$ cat src/rtl/u8d_pkg.sv
// Shared types and constants for the UTF-8 sequence decoder.
package u8d_pkg;

  localparam int unsigned ByteW   = 8;
  localparam int unsigned CodeW   = 21;
  localparam int unsigned CountW  = 3;
  localparam int unsigned StatusW = 2;

  localparam logic [CodeW-1:0] MaxScalar = 21'h10FFFF;

  typedef enum logic [StatusW-1:0] {
    StOk      = 2'd0,
    StBadLead = 2'd1,
    StZero    = 2'd2,
    StBadCont = 2'd3
  } status_e;

  typedef struct packed {
    logic [ByteW-1:0] fourth_byte;
    logic [ByteW-1:0] third_byte;
    logic [ByteW-1:0] second_byte;
    logic [ByteW-1:0] lead_byte;
  } seq_t;

  typedef struct packed {
    status_e           status;
    logic [CountW-1:0] byte_count;
    logic [CodeW-1:0]  code_point;
  } result_t;

endpackage

$ cat src/rtl/u8d_decode.sv
// Combinational decode of one registered UTF-8 sequence into a result.
module u8d_decode (
  input  u8d_pkg::seq_t   seq_i,
  output u8d_pkg::result_t res_o
);

  logic [u8d_pkg::ByteW-1:0]  b [4];
  logic [u8d_pkg::CountW-1:0] len;
  logic                       lead_ok;
  logic [u8d_pkg::CodeW-1:0]  val;
  u8d_pkg::status_e           st;

  assign b[0] = seq_i.lead_byte;
  assign b[1] = seq_i.second_byte;
  assign b[2] = seq_i.third_byte;
  assign b[3] = seq_i.fourth_byte;

  always_comb begin
    lead_ok = 1'b1;
    val     = '0;
    if (!b[0][7]) begin
      len = 3'd1;
      val = {14'd0, b[0][6:0]};
    end else if (b[0][7:5] == 3'b110) begin
      len = 3'd2;
      val = {10'd0, b[0][4:0], b[1][5:0]};
    end else if (b[0][7:4] == 4'b1110) begin
      len = 3'd3;
      val = {5'd0, b[0][3:0], b[1][5:0], b[2][5:0]};
    end else if (b[0][7:3] == 5'b11110) begin
      len = 3'd4;
      val = {b[0][2:0], b[1][5:0], b[2][5:0], b[3][5:0]};
    end else begin
      len     = 3'd0;
      lead_ok = 1'b0;
    end
  end

  // Bytes are checked in order; the first failing byte within the length decides.
  always_comb begin
    st = u8d_pkg::StOk;
    for (int i = 0; i < 4; i++) begin
      if (st == u8d_pkg::StOk && 3'(i) < len) begin
        if (b[i] == '0) begin
          st = u8d_pkg::StZero;
        end else if (i > 0 && b[i][7:6] != 2'b10) begin
          st = u8d_pkg::StBadCont;
        end
      end
    end
  end

  always_comb begin
    if (!lead_ok) begin
      res_o.status     = u8d_pkg::StBadLead;
      res_o.byte_count = '0;
      res_o.code_point = '0;
    end else if (st != u8d_pkg::StOk) begin
      res_o.status     = st;
      res_o.byte_count = len;
      res_o.code_point = '0;
    end else if (val > u8d_pkg::MaxScalar) begin
      // Out of the Unicode range: hand back the raw lead byte on its own.
      res_o.status     = u8d_pkg::StOk;
      res_o.byte_count = 3'd1;
      res_o.code_point = {13'd0, b[0]};
    end else begin
      res_o.status     = u8d_pkg::StOk;
      res_o.byte_count = len;
      res_o.code_point = val;
    end
  end

endmodule

$ cat src/rtl/utf8_sequence_decoder.sv
// Top level of the UTF-8 sequence decoder: input stage, decode and result register.
//
// The slave channel takes one sequence per item: four bytes in tdata, lead byte
// lowest. Bytes beyond the length given by the lead byte are ignored.
// The master channel gives one result per item: code point and byte count in
// tdata, status in tuser (ok, bad lead, zero byte, bad continuation).
// An item is registered on acceptance, decoded by combinational logic and caught
// in the result register once that register is free or its item is taken.
// Throughput is one item per cycle while the receiver does not stall; a single
// decode path lies between the two registers.
// When the receiver stalls, the result register holds its item and the input
// stage still takes one more item, after which s_axis_tready_o falls until the
// result is taken. Reset empties both stages; no state survives between items.
module utf8_sequence_decoder (
  input  logic        clk_i,
  input  logic        rst_ni,
  input  logic        s_axis_tvalid_i,
  output logic        s_axis_tready_o,
  // [7:0] lead_byte, [15:8] second_byte, [23:16] third_byte, [31:24] fourth_byte
  input  logic [31:0] s_axis_tdata_i,
  output logic        m_axis_tvalid_o,
  input  logic        m_axis_tready_i,
  // [20:0] code_point, [23:21] byte_count, [31:24] zero
  output logic [31:0] m_axis_tdata_o,
  // [1:0] status
  output logic [1:0]  m_axis_tuser_o
);

  u8d_pkg::seq_t    seq_q;
  logic             in_vld_q;
  u8d_pkg::result_t res_d;
  u8d_pkg::result_t res_q;
  logic             out_vld_q;
  logic             out_load;
  logic             in_load;

  assign out_load        = in_vld_q && (!out_vld_q || m_axis_tready_i);
  assign in_load         = s_axis_tvalid_i && s_axis_tready_o;
  assign s_axis_tready_o = !in_vld_q || out_load;

  always_ff @(posedge clk_i or negedge rst_ni) begin
    if (!rst_ni) begin
      in_vld_q <= 1'b0;
    end else if (s_axis_tready_o) begin
      in_vld_q <= s_axis_tvalid_i;
    end
  end

  always_ff @(posedge clk_i) begin
    if (in_load) begin
      seq_q <= s_axis_tdata_i;
    end
  end

  u8d_decode u_decode (
    .seq_i (seq_q),
    .res_o (res_d)
  );

  always_ff @(posedge clk_i or negedge rst_ni) begin
    if (!rst_ni) begin
      out_vld_q <= 1'b0;
    end else if (!out_vld_q || m_axis_tready_i) begin
      out_vld_q <= in_vld_q;
    end
  end

  always_ff @(posedge clk_i) begin
    if (out_load) begin
      res_q <= res_d;
    end
  end

  assign m_axis_tvalid_o = out_vld_q;
  assign m_axis_tdata_o  = {8'd0, res_q.byte_count, res_q.code_point};
  assign m_axis_tuser_o  = res_q.status;

`ifndef ASSERT_OFF
  // An error result never carries a code point.
  assert property (@(posedge clk_i) disable iff (!rst_ni)
    out_vld_q && res_q.status != u8d_pkg::StOk |-> res_q.code_point == '0)
    else $error("error result carries a non-zero code point");

  // A bad lead byte consumes nothing; any other result consumes one to four bytes.
  assert property (@(posedge clk_i) disable iff (!rst_ni)
    out_vld_q |-> ((res_q.status == u8d_pkg::StBadLead) == (res_q.byte_count == '0))
                  && res_q.byte_count <= 3'd4)
    else $error("byte count inconsistent with status");

  // A good result stays within the Unicode range, and a single byte stays below 0x100.
  assert property (@(posedge clk_i) disable iff (!rst_ni)
    out_vld_q && res_q.status == u8d_pkg::StOk
      |-> res_q.code_point <= u8d_pkg::MaxScalar
          && (res_q.byte_count != 3'd1 || res_q.code_point[20:8] == '0))
    else $error("good result out of range");

  // An empty result register always leaves room for a new item.
  assert property (@(posedge clk_i) disable iff (!rst_ni)
    !out_vld_q |-> s_axis_tready_o)
    else $error("input stalled while result register empty");
`endif

endmodule
$ cat config.mk
export PLATFORM = sky130hd
export DESIGN_NAME = utf8_sequence_decoder
export DESIGN_NICKNAME = d
export VERILOG_FILES = /design/src/rtl/u8d_pkg.sv /design/src/rtl/u8d_decode.sv /design/src/rtl/utf8_sequence_decoder.sv
export SDC_FILE = /design/constraint.sdc
export NUM_CORES = 1
export LEC_CHECK = 0
export ABC_AREA = 1
export ABC_CLOCK_PERIOD_IN_PS = 3000
export BUFFER_PORTS_ARGS = -buffer_cell sky130_fd_sc_hd__buf_2
export CORE_ASPECT_RATIO = 1.5
export CORE_MARGIN = 5
export CORE_UTILIZATION = 24
export DETAILED_ROUTE_END_ITERATION = 10
export PLACE_DENSITY = 0.48
export RECOVER_POWER = 25
export SYNTH_ARGS = -nofsm -noshare
export SYNTH_HDL_FRONTEND = slang
export SYNTH_HIERARCHICAL = 1
export SYNTH_SLANG_ARGS = --single-unit
$ cat constraint.sdc
create_clock -name clk_i -period 3 [get_ports clk_i]
set_input_delay 0.45 -clock clk_i [delete_from_list [all_inputs] [get_ports clk_i]]
set_output_delay 0.45 -clock clk_i [all_outputs]
set_load 0.01 [all_outputs]
==> impl_metrics.csv <==
group,metric,value,unit
outcome,status,"finished clean",
worst_setup_path,end_kind,"register",
clock_tree,cts-root-buf,"clkbuf_16",
synthesis,synth_edf_count,58,
die,die_y,143.1,µm
place,gp_congestion,0.8789,
synthesis,synth_top_flop_cell,"edfxtp_1",
sta,final-max-slew-violation-count,0,
grt,grt_pass1_vias,2038,
worst_setup_path,startpoint_type,"register",
worst_setup_path,critPathRequiredTime,3.19,ns
grt,grt_pass1_wl,10450,µm
place,hpwlAfterDp,5193,µm
synthesis,synth_cell_type_count,32,
grt,overflow,0,
pwr,p_clk_frac,0.456,
sta,fin_skew,0.003914,ns
sta,totalNegativeSetupSlack,0,ns
worst_setup_path,cp-endpoint,"m_axis_tdata_o[20]",
clock_tree,htreeDepth,3,
worst_setup_path,path_class,"reg2reg",
sta,fmax,477.0,MHz
hold_path,hp-start,"s_axis_tdata_i[29]",
synthesis,yosysSeqAreaShare,0.6317,
clock_tree,clkTransAtPathRegs,0.05,ns
synthesis,yosysMostFrequentCell,"edfxtp_1",
drt,totalWireLength,6530,µm
pwr,power_leakage,1.525,nW
worst_setup_path,cp.arrival,2.28,ns
drt,drt_first_pass_iters,4,
drt,routedWlPerCell,13.41,µm
pwr,p_per_area,639.1,mW/mm²
drt,vias_per_cell,4.080,
grt,antenna_found_initial,0,
drt,drc,0,
synthesis,syn_area,0.002836,mm²
worst_setup_path,crit-reg2reg-launch,"seq_q[5]",
synthesis,syn-instance-count,261,
worst_setup_path,ff2ff_setup_slack,0.90,ns
worst_setup_path,crit_fanout,19,
pwr,p_total,0.002293,W
die,start_util,0.2460,
die,ioPinCount,72,
drt,dr.first_iter.drc_count,111,
drt,ant_nets,0,
run,drv_cap,0,
clock_tree,cts_resized,0,
worst_setup_path,r2r_cells,8,
grt,grt_max_degree,33,
cells_and_area,syn2layout_area_growth,26.51,%
pwr,p_int,0.001786,W
synthesis,synth.area.top_cells,"edfxtp_1 61%, inv_1 5.2%, nand2_1 4.0%",
cells_and_area,nets,368,
synthesis,synth_top_area_share,0.6140,
clock_tree,cts_tree,"done",
hold_path,min_path_type,"in2reg",
grt,grt.total_usage,0.09735,
die,coreArea,0.01153,mm²
drt,vias,1987,
sta,period_minus_slack,2.097,ns
sta,rsz0062_at_grt,"no",
clock_tree,cts_buffer_depth,2,
sta,worst_pin_slew,0.6454,ns
sta,hold_violations,0,
cells_and_area,insertedDiodeCount,0,
pwr,ir_worst_vdd,0.2664,mV
synthesis,ys_seq_elements,60,
clock_tree,ctsHoldBuffers,1,
pwr,power.switching,0.0005069,W
worst_setup_path,r2r-end,"m_axis_tdata_o[20]",
synthesis,yosysWarnings,6,
place,io_buffers,63,
die,rows,48,
clock_tree,cts_buffers,9,
pwr,pwr-share-comb,0.098,
synthesis,synth_common_cells,"58 x edfxtp_1, 39 x inv_1, 30 x nand2_1, 30 x nor2_1, 20 x o21ai_0",
pwr,p_seq_frac,0.446,
clock_tree,post_cts_buffers,0,
sta,slew_headroom,0.5677,
cells_and_area,drive_gt1_frac,0.3056,
sta,setup_violations,0,
sta,fin_crit_sh,0.6989,
worst_setup_path,startpoint,"seq_q[5]",
synthesis,synth_area_per_cell,10.87,µm²
synthesis,synthArstFlopShare,0.03333,
die,fp.dieW,98.77,µm
synthesis,yosys.area.top_type,"edfxtp_1",
pwr,swShare,0.2210,
clock_tree,cts_sinks,60,
clock_tree,clk_latency,0.33,ns
die,dieArea,0.01414,mm²
power by group through the flow:
| stage | clock network [W] | registers, W | logic (W) |
|---|---|---|---|
| after floorplan | 0 | 0.00105 | 0.000131 |
| after global placement | 0 | 0.00104 | 0.000226 |
| after detailed placement | 0 | 0.00104 | 0.000229 |
| after CTS | 0.00108 | 0.00102 | 0.000230 |
| after global routing | 0.00111 | 0.00103 | 0.000252 |
| final | 0.00105 | 0.00102 | 0.000224 |
layout by cell type, fill, tap and decap left out, types with 3 or more instances in the layout:
cell,synthesis,routed
buf_2,1,62
edfxtp_1,58,58
inv_1,39,39
nand2_1,30,30
nor2_1,30,30
o21ai_0,20,21
nand3_1,10,11
clkbuf_16,0,9
o22ai_1,9,9
conb_1,1,8
a21oi_1,8,7
nor3_1,6,6
a21oi_2,4,5
nand2_2,4,4
clkinv_1,0,3
inv_2,3,3
o21ai_1,3,3
nor3_2,3,3
layout make-up:
class / instances / area (µm²)
tap: 150 / 187.7
multi-input combinational: 152 / 799.5
inverter: 43 / 163.9
sequential: 60 / 1792
timing repair buffer: 66 / 339.1
clock buffer: 9 / 225.2
fill: 1222 / 7943
clock inverter: 7 / 81.33
metrics by stage:
| stage | setup WS, ns | instances | utilization | instance area (µm²) | hold WS [ns] |
|---|---|---|---|---|---|
| after detailed placement | 0.9047 | 470 | 0.2846 | 3282 | 0.2360 |
| after global routing | 0.7680 | 487 | 0.3112 | 3588 | 0.2838 |
| after floorplan | 0.7765 | 268 | - | 2863 | 0.1544 |
| after CTS | 0.8960 | 487 | 0.3121 | 3598 | 0.2788 |
| after global placement | 0.8980 | 470 | 0.2846 | 3282 | 0.2362 |
| final | 0.9034 | 487 | 0.3112 | 3588 | 0.2968 |
worst max-delay path: stages (launching register included):
cell and delay (ns):
edfxtp_1 0.47, inv_2 0.06, o21ai_0 0.51, nand2_4 0.14
a21oi_4 0.19, o211ai_4 0.25, inv_2 0.13, nand2_2 0.09
nor2_1 0.11
layer usage:
layer	vias up	global-route usage	wire [µm]
li1	1016	-	-
met1	891	0.1023	2512
met2	68	0.1728	3484
met3	12	0.02493	374
met4	0	0.05899	159
met5	-	0	0
flip-flops by register name, indices dropped and copies added (netlist names):
register         flops
seq_q               32
m_axis_tdata_o      24
m_axis_tuser_o       2
in_vld_q             1
m_axis_tvalid_o      1
how the worst min path moves through the flow:
stage	depth (start not counted)	to	slack, ns
final	1	seq_q[29]	0.30
after global routing	1	seq_q[16]	0.28
after CTS	1	seq_q[21]	0.28
after detailed placement	1	in_vld_q	0.24
after global placement	1	in_vld_q	0.24
after floorplan	0	in_vld_q	0.15
logic make-up (layout without fill, tap and decap cells):
family,count (synthesis),in the layout,synth area share
compound gates,51,51,0.1147
simple gates,93,93,0.1584
buf+inv,56,125,0.09395
other cells,1,8,0.001322
flops,60,60,0.6317
(Power assumes the default switching activity.)
